<file path="config.mk">
export PLATFORM = sky130hd
export DESIGN_NAME = npis_ctrl
export DESIGN_NICKNAME = d
export VERILOG_FILES = /design/src/hdl/npis_pkg.sv /design/src/hdl/npis_ctrl.sv
export SDC_FILE = /design/constraint.sdc
export NUM_CORES = 1
export LEC_CHECK = 0
export ABC_AREA = 1
export BUFFER_PORTS_ARGS = -buffer_cell sky130_fd_sc_hd__buf_4
export CORE_AREA = 2 2 39 41
export CTS_CLUSTER_SIZE = 8
export DETAILED_ROUTE_END_ITERATION = 12
export DIE_AREA = 0 0 41 43
export MAX_ROUTING_LAYER = met4
export PLACE_DENSITY = 0.44
export SLEW_MARGIN = 10
export SYNTH_ARGS = -nofsm -noshare
export SYNTH_HDL_FRONTEND = slang
export SYNTH_SLANG_ARGS = --single-unit
</file>
<file path="constraint.sdc">
create_clock -name clock -period 1.8 [get_ports clock]
set_clock_uncertainty 0.2 [all_clocks]
set_input_delay 0 -clock clock [delete_from_list [all_inputs] [get_ports clock]]
set_output_delay 0 -clock clock [all_outputs]
set_load 0.05 [all_outputs]
</file>
<file path="src/hdl/npis_pkg.sv">
// shared types and constants for the nearest palette index search
// no dependencies; imported by the datapath, controller and top level
`default_nettype none

package npis_pkg;

   localparam int PALETTE_DEPTH_DEF = 256;

   localparam logic [8:0] THRESH_RESET   = 9'd128;
   localparam logic [7:0] RESERVED_LOW   = 8'hF0;
   localparam logic [7:0] TRANSPARENT_IX = 8'd0;
   localparam logic [7:0] FALLBACK_IX    = 8'd1;

   typedef enum logic [1:0] {
      OP_CLEAR  = 2'd0,
      OP_APPEND = 2'd1,
      OP_MAP    = 2'd2
   } op_type;

   typedef enum logic [1:0] {
      ST_IDLE,
      ST_SCAN,
      ST_DRAIN,
      ST_FINISH
   } state_type;

   // controller to datapath
   typedef struct packed {
      logic accept;
      logic scan_step;
      logic load_rsp;
   } cmd_type;

   // datapath to controller
   typedef struct packed {
      logic need_scan;
      logic scan_done;
      logic pipe_busy;
      logic rsp_free;
   } stat_type;

endpackage

`default_nettype wire

</file>
<file path="src/hdl/npis_ctrl.sv">
// controller state machine: accept, scan sequencing, drain, result hand-off
// depends on npis_pkg
`default_nettype none

module npis_ctrl (
   input  wire logic              clock,
   input  wire logic              reset,
   input  wire logic              req_valid,
   output logic                   req_stall,
   input  wire npis_pkg::stat_type stat,
   output npis_pkg::cmd_type      cmd
);
   import npis_pkg::*;

   state_type state_ff, state_in;

   always_ff @(posedge clock) begin
      if (reset) begin
         state_ff <= ST_IDLE;
      end else begin
         state_ff <= state_in;
      end
   end

   always_comb begin
      state_in = state_ff;
      case (state_ff)
         ST_IDLE: begin
            if (req_valid) begin
               state_in = stat.need_scan ? ST_SCAN : ST_FINISH;
            end
         end
         ST_SCAN: begin
            if (stat.scan_done) begin
               state_in = ST_DRAIN;
            end
         end
         ST_DRAIN: begin
            if (!stat.pipe_busy) begin
               state_in = ST_FINISH;
            end
         end
         ST_FINISH: begin
            if (stat.rsp_free) begin
               state_in = ST_IDLE;
            end
         end
         default: begin
            state_in = ST_IDLE;
         end
      endcase
   end

   always_comb begin
      req_stall     = 1'b1;
      cmd.accept    = 1'b0;
      cmd.scan_step = 1'b0;
      cmd.load_rsp  = 1'b0;
      case (state_ff)
         ST_IDLE: begin
            req_stall  = 1'b0;
            cmd.accept = req_valid;
         end
         ST_SCAN: begin
            cmd.scan_step = !stat.scan_done;
         end
         ST_FINISH: begin
            cmd.load_rsp = stat.rsp_free;
         end
         default: begin
         end
      endcase
   end

endmodule

`default_nettype wire

</file>
==> flow_summary.rst, run 1 <==
.. list-table::
   :header-rows: 1

   * - Metric
     - Value
   * - Worst vdd ir
     - ~0.35 mV
   * - Registers with the most flip-flops
     - state_ff (2)
   * - Number of port buffers
     - 10
   * - Number of antenna violations at the first check in global routing
     - 0
   * - NumNets Final
     - approximately 70
   * - Clock buffers created by TritonCTS
     - 3
   * - Die area
     - between 1500 and 2000 um2
   * - Standard cell core area
     - approximately 1400 um2
   * - Post-route clock period utilization
     - ~79%
   * - Drt total wl
     - 430 um
   * - All-Layer GR Usage
     - 5.846%
   * - Data required, critical path
     - 1710 ps
   * - Area of the multi-input gates
     - approximately 160 um2
   * - CP startpoint
     - state_ff[0]
   * - Initial standard-cell utilization of the core
     - between 15 and 20%
   * - Drt initial violations
     - 3
   * - YS warnings
     - 0
   * - P_leak
     - between 0.0002 and 0.00025 uW
   * - Post-layout min period
     - around 1400 ps
   * - Largest register FFs
     - 2
   * - Most frequent standard cell in the layout excluding fill and tap cells
     - inv_1
   * - Met2 track utilization from global routing
     - under 10%
   * - Chip width
     - just over 40 um
   * - Post-detailed-route via-to-cell ratio
     - about 3.5
   * - Seq cells post-synth
     - 2
   * - Wire length of the first global-routing pass
     - between 600 and 700 um
   * - Fmax
     - slightly above 700 MHz
   * - Kind of capture point of the worst setup path
     - flop
   * - Clock slew seen by the registers of the worst setup and hold paths
     - about 30 ps
   * - Height of the die
     - 43 um
   * - Top cells by area in the synthesized netlist
     - ha_1 (26%), inv_1 (19%), dfxtp_1 (17%)
   * - Pin count of the biggest net entering global routing
     - 5
   * - Worst-Margin Slew
     - 154.3 ps
   * - Hold WC Path Type
     - primary input to flop
   * - Setup violations, final
     - 0
   * - Count of standard-cell rows
     - 14
   * - First-pass iteration count of the detailed router
     - 2
   * - Final instance area
     - just under 400 um2
   * - Final Hold Viols
     - 0
   * - Min-Delay Startpoint
     - req_valid
   * - Clock insertion delay at the later pin of the skew report
     - between 200 and 250 ps
   * - Layout cells sized above 1
     - 32.73%
   * - Worst slew slack as a fraction of its limit
     - roughly nine tenths
   * - Cell area after placement
     - around 340 um2
   * - Cell area after synthesis
     - roughly 240 um2
   * - Most frequent cells in the layout
     - inv_1 (12), buf_4 (10), nand2_1 (9)
   * - CP Data Arrival Time
     - roughly 1300 ps
   * - Post-synthesis net count
     - a little over 50
   * - Number of inserted diodes
     - 0
   * - Synth Area per Inst
     - 6.192 um2
   * - Root cell of the clock tree
     - clkbuf_4
   * - Placer congestion estimate
     - just over 0.6
   * - H-Tree Depth
     - 1
   * - Yosys top cell area share
     - between 20% and 30%
   * - Setup TNS
     - 0 ps
   * - Number of nets still failing antenna checks after routing
     - 0
   * - Type of the worst setup path
     - flop to flop
   * - Vias in the first global route
     - 196
   * - Synth cell types
     - 8
   * - Total power per unit cell area
     - between 1500 and 2000 nW/um2
   * - Clock tree from TritonCTS
     - yes
   * - Maximum clock path buffer count
     - 2
   * - Total gr overflow
     - 0
   * - Met3 routing resource usage after global routing
     - under 10%
   * - Post-Syn Instances
     - 39
   * - Via count of the routed design
     - 251
   * - Number of placed I/O pins
     - 11
   * - Layout-stage area growth over the synthesis result
     - 61.14%
   * - Number of maximum-capacitance constraint violations
     - 0
   * - Register bank with the most flops
     - state_ff
   * - Total half-perimeter wirelength after legalization and detailed placement
     - 361.4 um
   * - Startpoint types
     - flop
   * - Total clock sinks
     - 2
   * - Met1 track demand over resource in global routing
     - 5.732%
   * - Sequential fraction of the synthesis area
     - between 10% and 20%
   * - Slew Limit Fails
     - 0
   * - Outcome
     - finished, final reports clean
   * - Setup repair after global routing missed its margin
     - no
   * - Highest net fanout along the worst path
     - 4
   * - Library cell occupying the most area in the post-synthesis netlist
     - ha_1
   * - Sequential Area
     - about 40 um2
   * - Fill cell count
     - between 150 and 200
   * - Post-CTS Setup Bufs
     - 0
   * - Worst reg2reg path startpoint
     - state_ff[0]
   * - Gr busiest metal
     - met2
   * - Routed len/inst
     - just over 6 um
   * - Final routed DRC violation total
     - 0
==> worst max-delay path: stages, from the launching register on <==
cell and delay, ps:
dfxtp_1 380, inv_1 100, ha_1 240, nand2_1 90, nand2_2 60, nor2_4 100
nand2_1 60, nand2_1 50, nor2_1 30
==> cells by family (layout without fill, tap and decap cells) <==
group | count (synthesis) | in the layout | synth area share (%)
flops | 2 | 2 | 16.58
simple gates | 19 | 19 | 36.79
fa+ha+maj | 5 | 5 | 25.91
compound gates | 1 | 1 | 2.071
buf+inv | 12 | 28 | 18.65
==> power breakdown <==
part / internal (uW) / switching (uW) / leakage, uW
registers: 66.7 / 23.8 / 0.0000167
clock network: 73.3 / 22.7 / 0.0000138
logic: 153 / 277 / 0.000219
==> what timing repair did <==
| item | CTS | global route |
|---|---|---|
| endpoints found under the hold margin | 2 | 0 |
| gates resized for setup | 0 | 0 |
| hold buffers | 3 | 0 |
==> cell usage after synthesis <==
master / number
ha_1: 5
nand2_2: 4
nor2_1: 5
nand2_1: 9
dfxtp_1: 2
o21ai_1: 1
nor2_4: 1
inv_1: 12
==> path summary, 6_finish.rpt <==
kind | end | slack (ps) | depth (start not counted)
setup / recovery | state_ff[1] | 380 | 8
hold / removal | state_ff[0] | 60 | 7
setup reg to reg | state_ff[1] | 380 | 8
hold reg to reg | state_ff[0] | 330 | 2
==> layout make-up <==
| cell class | instances | share of cell area (%) |
|---|---|---|
| inverters | 12 | 11.58 |
| flip-flops and latches | 2 | 10.29 |
| multi-input cells | 25 | 40.19 |
| well taps | 16 | 5.145 |
| clock buffers | 3 | 5.788 |
| repair buffers | 13 | 27.01 |
==> metal layers <==
metal | vias up | wire length (um)
met5 | - | 0
met4 | 0 | 0
met3 | 0 | 39
met2 | 10 | 200
met1 | 99 | 190
li1 | 142 | -
==> stage by stage <==
step	hold slack [ps]	worst slack, ps	util, %	std cells	power, uW
detailed placement	55.88	371.6	24.32	65	523.8
CTS	51.20	359.7	28.12	71	632.8
floorplan	-44.81	485.6	-	39	421.7
global route	96.56	255.0	28.12	71	691.5
global placement	56.13	374.5	24.32	65	524.6
finish	55.37	383.0	28.12	71	616.5
Power figures use the tool's default switching activity.
==> run 2: changes to the inputs <==
Settings changed: ABC_AREA 1 to 0, PLACE_DENSITY 0.44 to 0.45.
Clock period 1.8 ns to 1.2 ns, I/O delays scaled along.
==> run 2 against run 1 <==
  * The run now ends with negative setup slack left
  * Sequential share of layout area fell by 0.52 points
  * Worst setup slack lost 810 ps
  * First-iteration DRC count shrank 67%
  * Register-to-register slack got worse by 810 ps
  * Fmax down 13%
  * Final area grew 25%
  * Wire length grew 24%
  * Largest power group unchanged
==> flow_summary.rst, run 2 <==
.. list-table::
   :header-rows: 1

   * - Metric
     - Value
   * - Highest net fanout along the worst path
     - 4 (unchanged)
   * - Synth cell types
     - 13 (was 8)
   * - Violations in the final reports
     - negative setup slack
   * - Simple-gate portion of the synthesized area
     - 39.49% (was 36.79%)
   * - Main combinational cell family by area after synthesis
     - simple AND/OR/NAND/NOR gates (unchanged)
   * - Startpoint types
     - flop (unchanged)
   * - H-Tree Depth
     - 1 (unchanged)
   * - Layout-stage area growth over the synthesis result
     - 99.49% (was 61.14%)
   * - Number of synthesized flops with an enable pin
     - 0 (unchanged)
   * - Kind of capture point of the worst setup path
     - flop (unchanged)
   * - Share of total power in sequential cells
     - 13.8% (was 14.7%)
   * - Drt initial violations
     - 1 (was 3)
   * - Wire length of the first global-routing pass
     - 890 um (was 683 um)
   * - Post-synthesis net count
     - 37 (was 51)
   * - Maximum clock path buffer count
     - 2 (unchanged)
   * - Total clock sinks
     - 2 (unchanged)
   * - All-Layer GR Usage
     - 8.316% (was 5.846%)
   * - Worst vdd ir
     - 0.8057 mV (was 0.3476 mV)
   * - Outcome
     - complete, but fails checks (was finished, final reports clean)
   * - Post-layout min period
     - 1626 ps (was 1417 ps)
   * - Cell area after synthesis
     - 244.0 um2 (was 241.5 um2)
   * - Clock slew seen by the registers of the worst setup and hold paths
     - 30 ps (about the same)
   * - Post-detailed-route via-to-cell ratio
     - 3.825 (was 3.535)
   * - Most instantiated library cell after synthesis
     - ha_1 (was inv_1)
   * - Clock tree from TritonCTS
     - yes (unchanged)
   * - Async SR Flop Fraction
     - 0% (unchanged)
   * - Most frequently used flop master after synthesis
     - dfxtp_1 (unchanged)
   * - Library cell occupying the most area in the post-synthesis netlist
     - ha_1 (unchanged)
   * - Placer congestion estimate
     - 0.6444 (was 0.6209)
   * - Number of nets still failing antenna checks after routing
     - 0 (unchanged)
   * - XOR/XNOR share of the synthesized area
     - 0% (unchanged)
   * - Arithmetic-cell share of the synthesized area counting full adders, half adders and majority gates
     - 25.64% (was 25.91%)
   * - Clock insertion delay at the later pin of the skew report
     - 230 ps (was 220 ps)
   * - Initial standard-cell utilization of the core
     - 17.63% (was 17.45%)
   * - Routed len/inst
     - 8.492 um (was 6.056 um)
   * - First-pass iteration count of the detailed router
     - 2 (unchanged)
   * - NumNets Final
     - 61 (was 69)
   * - Largest register FFs
     - 2 (unchanged)
   * - Number of maximum-capacitance constraint violations
     - 0 (unchanged)
   * - Seq cells post-synth
     - 2 (unchanged)
   * - Total power per unit cell area
     - 2498 nW/um2 (was 1584 nW/um2)
   * - Fmax
     - 615.0 MHz (was 705.7 MHz)
   * - Most used standard cells in the synthesized netlist
     - ha_1 (5), and2_1 (3), inv_1 (3), nand2b_1 (3) (was inv_1 (12), nand2_1 (9), ha_1 (5), nor2_1 (5), nand2_2 (4))
   * - Registers with the most flip-flops
     - state_ff (2) (unchanged)
   * - Pin count of the biggest net entering global routing
     - 5 (unchanged)
   * - Vias in the first global route
     - 245 (was 196)
   * - Register bank with the most flops
     - state_ff (unchanged)
   * - Total half-perimeter wirelength after legalization and detailed placement
     - 427.8 um (was 361.4 um)
   * - Setup repair after global routing missed its margin
     - yes (was no)
   * - Drt total wl
     - 535 um (was 430 um)
   * - Total gr overflow
     - 0 (unchanged)
   * - Slew Limit Fails
     - 0 (unchanged)
   * - Via count of the routed design
     - 241 (was 251)
   * - Type of the worst setup path
     - flop to flop (unchanged)
   * - Chip width
     - 41 um (unchanged)
   * - Post-route worst setup slack
     - -426.0 ps (was 383.0 ps)
   * - Cell area after placement
     - 384.1 um2 (was 336.6 um2)
   * - Complex-gate fraction of the synthesized area
     - 5.128% (was 2.073%)
   * - Post-placement cell count
     - 56 (was 65)
   * - P_leak
     - 0.0002330 uW (was 0.0002499 uW)
   * - Standard cell core area
     - 1384 um2 (unchanged)
   * - NetSw
     - 493.0 uW (was 323.3 uW)
   * - CP Data Arrival Time
     - 1540 ps (was 1330 ps)
   * - Sequential fraction of the synthesis area
     - 16.41% (was 16.58%)
   * - Data required, critical path
     - 1110 ps (was 1710 ps)
   * - Worst-Margin Slew
     - 246.5 ps (was 154.3 ps)
   * - Most frequent standard cell in the layout excluding fill and tap cells
     - buf_4 (was inv_1)
   * - Number of antenna violations at the first check in global routing
     - 0 (unchanged)
   * - Number of port buffers
     - 10 (unchanged)
   * - Number of inserted diodes
     - 0 (unchanged)
   * - Hold WC Path Type
     - primary input to flop (unchanged)
   * - Height of the die
     - 43 um (unchanged)
   * - Clock buffers created by TritonCTS
     - 3 (unchanged)
   * - Post-route clock period utilization
     - 135.5% (was 78.72%)
   * - Setup violations, final
     - 6 (was 0)
   * - Root cell of the clock tree
     - clkbuf_4 (unchanged)
   * - Post-Syn Instances
     - 25 (was 39)
   * - Most frequent cells in the layout
     - buf_4 (14), nand2b_1 (3), clkbuf_4 (3), buf_6 (3) (was inv_1 (12), buf_4 (10), nand2_1 (9))
   * - Count of standard-cell rows
     - 14 (unchanged)
   * - Clock group share of total power
     - 12.3% (was 15.6%)
   * - Number of placed I/O pins
     - 11 (unchanged)
   * - Yosys top cell area share
     - 25.64% (was 25.91%)
   * - Layout cells sized above 1
     - 72.34% (was 32.73%)
   * - Internal power component
     - 722.7 uW (was 293.2 uW)
   * - Die area
     - 1763 um2 (unchanged)
   * - Combinational cell fraction of total power
     - 73.9% (was 69.7%)
   * - Final instance area
     - 486.7 um2 (was 389.1 um2)
   * - Final Hold Viols
     - 0 (unchanged)
   * - Worst slew slack as a fraction of its limit
     - 83.45% (was 89.70%)
   * - Final routed DRC violation total
     - 0 (unchanged)
   * - Top cells by area in the synthesized netlist
     - ha_1 (26%), dfxtp_1 (16%), nor2b_4 (11%) (was ha_1 (26%), inv_1 (19%), dfxtp_1 (17%))
   * - Synth Area per Inst
     - 9.759 um2 (was 6.192 um2)
   * - YS warnings
     - 0 (unchanged)
   * - Fraction of synthesized area in multiplexers
     - 8.718% (was 0%)
   * - Number of standard cells in the final layout excluding fillers
     - 63 (was 71)
   * - Share of total power consumed by net switching
     - 40.56% (was 52.44%)
run 2: cell types whose count changed after synthesis, moves of 2 or more:
cell	before	now
nand2_1	9	0
nand2_2	4	0
nor2_1	5	1
nor2b_4	0	2
nand2b_1	0	3
inv_1	12	3
and2_1	0	3
run 2: path summary, 6_finish.rpt:
check,start,endpoint,slack (ps),cells past startpoint
max,state_ff[0],state_ff[1],-430,5
min,stat[1],state_ff[1],50,4
max reg2reg,state_ff[0],state_ff[1],-430,5
min reg2reg,state_ff[0],state_ff[0],320,2
run 2: layer usage:
metal	wire (um)	global-route usage, %	share of wire, %	vias up
li1	-	-	-	124
met2	245	11.88	46	13
met5	0	-	0	-
met1	210	7.987	39	100
met4	29	10.00	5.4	0
met3	49	1.571	9.2	4
run 2: power groups by stage:
stage	clock network [uW]	logic, uW	registers, uW
global route	167	982	176
finish	150	898	168
CTS	153	894	170
floorplan	0	478	132
global placement	0	733	137
detailed placement	0	735	141
run 2: kinds of logic after synthesis:
kind of cell / after synthesis
adders and majority gates: 5
DFF: 2
AOI/OAI and AO/OA: 2
and+or+nand+nor: 11
buffers and inverters: 3
muxes: 2
run 2: cell type report:
class                   instances  area (um2)
multi-input cells              20       216.5
repair buffers                 19       163.9
clock buffers                   3       22.52
fillers                       141       897.1
flip-flops and latches          2       47.55
inverters                       3       16.27
well taps                      16       20.02
run 2: repair_timing:
action / 4_1_cts / 5_1_grt
endpoints found under the setup margin: 6 / 6
hold endpoints to repair: 2 / 0
hold buffers: 1 / 0
pin swaps: 2 / 0
buffers inserted: 3 / 0
resized for setup: 13 / 1
run 2: through the flow:
step	hold slack, ps	util, %	TNS (ps)	setup WS [ps]	total power [uW]
after global routing	50.53	35.17	-1653	-472.4	1325
after floorplan	-135.3	-	-711.6	-452.0	609.9
after detailed placement	98.50	27.76	-871.1	-520.6	875.9
after global placement	92.39	27.76	-820.1	-492.0	870.7
final	47.32	35.17	-1335	-426.0	1216
after CTS	46.61	34.90	-1427	-452.3	1218
run 2: worst max-delay path, stage by stage, from the launching register on:
cell and delay, ps:
dfxtp_4 360, inv_4 50, ha_4 150, and2_4 130
nor4_4 300, mux2_4 320
==> run 3: changes to the inputs <==
Settings changed: ABC_AREA 0 to 1, PLACE_DENSITY 0.45 to 0.44.
Clock period 1.2 ns to 1.6 ns, I/O delays scaled along.
==> run 3 against run 2 <==
  * The run now ends clean
  * Combinational power shrank 46%
  * Non-clock buffer count is 6 lower
  * Clock power down 27%
  * Final area down 20%
  * Utilization is 7.1 points lower
  * Fmax grew 16%
  * Cell count is 13% higher
  * Sequential cell count is the same
  * Via count grew 1.7%
  * Critical path type unchanged
  * Highest routed layer is now met3
==> flow_summary.rst, run 3 (synthesized netlist as in run 1, its figures left out) <==
.. list-table::
   :header-rows: 1

   * - Metric
     - Value
   * - Total clock sinks
     - 2 (unchanged)
   * - P_leak
     - 0.0002499 uW (was 0.0002330 uW)
   * - Setup repair after global routing missed its margin
     - no (was yes)
   * - Outcome
     - finished, final reports clean (was complete, but fails checks)
   * - Maximum clock path buffer count
     - 2 (unchanged)
   * - Hold WC Path Type
     - primary input to flop (unchanged)
   * - Layout-stage area growth over the synthesis result
     - 61.14% (was 99.49%)
   * - Cell area after placement
     - 336.6 um2 (was 384.1 um2)
   * - Largest register FFs
     - 2 (unchanged)
   * - Number of placed I/O pins
     - 11 (unchanged)
   * - Clock buffers created by TritonCTS
     - 3 (unchanged)
   * - Clock insertion delay at the later pin of the skew report
     - 220 ps (was 230 ps)
   * - Post-layout min period
     - 1400 ps (was 1626 ps)
   * - Most frequent cells in the layout
     - inv_1 (12), buf_4 (10), nand2_1 (9) (was buf_4 (14), nand2b_1 (3), clkbuf_4 (3), buf_6 (3))
   * - Flop2flop setup slack
     - 200 ps (was -430 ps)
   * - Wire length of the first global-routing pass
     - 683 um (was 890 um)
   * - Number of nets still failing antenna checks after routing
     - 0 (unchanged)
   * - Slew Limit Fails
     - 0 (unchanged)
   * - Routed len/inst
     - 6.014 um (was 8.492 um)
   * - Most frequent standard cell in the layout excluding fill and tap cells
     - inv_1 (was buf_4)
   * - Root cell of the clock tree
     - clkbuf_4 (unchanged)
   * - Final routed DRC violation total
     - 0 (unchanged)
   * - Clock tree from TritonCTS
     - yes (unchanged)
   * - Crit-path leading delay family
     - simple AND/OR/NAND/NOR gates (unchanged)
   * - Worst hold slack after final layout
     - 59.74 ps (was 47.32 ps)
   * - Startpoint types
     - flop (unchanged)
   * - Final Hold Viols
     - 0 (unchanged)
   * - Critical path buffer and inverter count
     - 1 (unchanged)
   * - Post-route clock period utilization
     - 87.50% (was 135.5%)
   * - Worst reg2reg path startpoint
     - state_ff[0] (unchanged)
   * - Critical Path, Cell by Cell
     - inv_1, ha_1, nand2_1, nand2_2, nor2_4, nand2_1, nand2_1, nor2_1 (was inv_4, ha_4, and2_4, nor4_4, mux2_4)
   * - Placer congestion estimate
     - 0.6508 (was 0.6444)
   * - CTS resizes
     - 0 (was 13)
   * - Type of the worst setup path
     - flop to flop (unchanged)
   * - Count of standard-cell rows
     - 14 (unchanged)
   * - Crit path top cell by count
     - nand2_1
   * - Area of the multi-input gates
     - 156.4 um2 (was 216.5 um2)
   * - Die area
     - 1763 um2 (unchanged)
   * - Register bank with the most flops
     - state_ff (unchanged)
   * - Vias in the first global route
     - 205 (was 245)
   * - NumNets Final
     - 69 (was 61)
   * - Initial standard-cell utilization of the core
     - 17.45% (was 17.63%)
   * - Kind of capture point of the worst setup path
     - flop (unchanged)
   * - Levels on crit path
     - 8 (was 5)
   * - Worst-Margin Slew
     - 135.3 ps (was 246.5 ps)
   * - CP Data Arrival Time
     - 1310 ps (was 1540 ps)
   * - Registers with the most flip-flops
     - state_ff (2) (unchanged)
   * - Fmax
     - 714.3 MHz (was 615.0 MHz)
   * - Post-cts hold buffer count
     - 3 (was 1)
   * - Layout cells sized above 1
     - 32.73% (was 72.34%)
   * - Drt total wl
     - 427 um (was 535 um)
   * - Worst slew slack as a fraction of its limit
     - 90.97% (was 83.45%)
   * - Worst slack after detailed placement
     - 189.1 ps (was -520.6 ps)
   * - Total power per unit cell area
     - 1784 nW/um2 (was 2498 nW/um2)
   * - Standard cell core area
     - 1384 um2 (unchanged)
   * - Worst Hold Path EP
     - state_ff[0] (was state_ff[1])
   * - Number of maximum-capacitance constraint violations
     - 0 (unchanged)
   * - First-pass iteration count of the detailed router
     - 2 (unchanged)
   * - H-Tree Depth
     - 1 (unchanged)
   * - Fill cell count
     - 157 (was 141)
   * - Number of port buffers
     - 10 (unchanged)
   * - Number of antenna violations at the first check in global routing
     - 0 (unchanged)
   * - Sequential Area
     - 40.04 um2 (was 47.55 um2)
   * - Height of the die
     - 43 um (unchanged)
   * - Total half-perimeter wirelength after legalization and detailed placement
     - 362 um (was 427.8 um)
   * - Via count of the routed design
     - 245 (was 241)
   * - Slowest stage delay, CP
     - 360 ps (about the same)
   * - Post-route worst setup slack
     - 200.0 ps (was -426.0 ps)
   * - CP max stage cell
     - dfxtp_1 (was dfxtp_4)
   * - Post-detailed-route via-to-cell ratio
     - 3.451 (was 3.825)
   * - Min-Delay Startpoint
     - req_valid (was stat[1])
   * - Worst vdd ir
     - 0.4214 mV (was 0.8057 mV)
   * - Data required, critical path
     - 1510 ps (was 1110 ps)
   * - Pin count of the biggest net entering global routing
     - 5 (unchanged)
   * - Final instance area
     - 389.1 um2 (was 486.7 um2)
   * - Setup TNS
     - 0 ps (was -1335 ps)
   * - Clock slew seen by the registers of the worst setup and hold paths
     - 30 ps (about the same)
   * - RR Endpoint
     - state_ff[1] (unchanged)
   * - Total gr overflow
     - 0 (unchanged)
   * - Depth of the worst register-to-register path
     - 8 (was 5)
   * - Number of inserted diodes
     - 0 (unchanged)
   * - Post-placement cell count
     - 65 (was 56)
   * - Setup violations, final
     - 0 (was 6)
   * - Post-CTS Setup Bufs
     - 0 (was 3)
   * - WHS Path Cells
     - 7 (was 4)
   * - Chip width
     - 41 um (unchanged)
   * - Highest net fanout along the worst path
     - 4 (unchanged)
   * - All-Layer GR Usage
     - 6.057% (was 8.316%)
   * - Drt initial violations
     - 1 (unchanged)
   * - Number of standard cells in the final layout excluding fillers
     - 71 (was 63)
-- run 3: worst max path at each step --
| stage | startpoint | end | slack, ps |
|---|---|---|---|
| 3_3_place_gp | state_ff[0] | state_ff[0] | 180 |
| 6_report | state_ff[0] | state_ff[1] | 200 |
| 4_1_cts | state_ff[0] | state_ff[1] | 180 |
| 3_5_place_dp | state_ff[0] | state_ff[0] | 190 |
| 2_1_floorplan | state_ff[0] | state_ff[0] | 290 |
| 5_1_grt | state_ff[0] | state_ff[1] | 70 |
-- run 3: stage by stage --
stage / utilization, % / power, uW
after floorplan: - / 474.4
after global placement: 24.32 / 594.4
after detailed placement: 24.32 / 588.1
after CTS: 28.12 / 711.7
after global routing: 28.12 / 794.2
final: 28.12 / 694.1
-- run 3: final cells by class --
type	instances	area share [%]
well taps	16	5.145
clock buffers	3	5.788
multi-input cells	25	40.19
flip-flops and latches	2	10.29
inverters	12	11.58
repair buffers	13	27.01
-- run 3: tightest hold or removal path, stage by stage --
cell and delay [ps]:
buf_4 110, inv_1 40, nand2_1 50, nand2_2 70, nor2_4 40, nor2_1 70, nor2_1 50
-- run 3: where the power goes --
group          internal [uW]  total [uW]  switching [uW]  leakage [uW]
clock                   82.5         109            26.3     0.0000138
sequential              75.0        99.2            24.1     0.0000167
combinational            174         486             313      0.000219
-- run 3: metal layers --
layer | GRT usage (%) | up-vias | wire length, um
met3 | 4.712 | 0 | 49
li1 | - | 139 | -
met4 | 2.000 | 0 | 0
met2 | 8.438 | 12 | 173
met5 | - | - | 0
met1 | 6.390 | 94 | 204
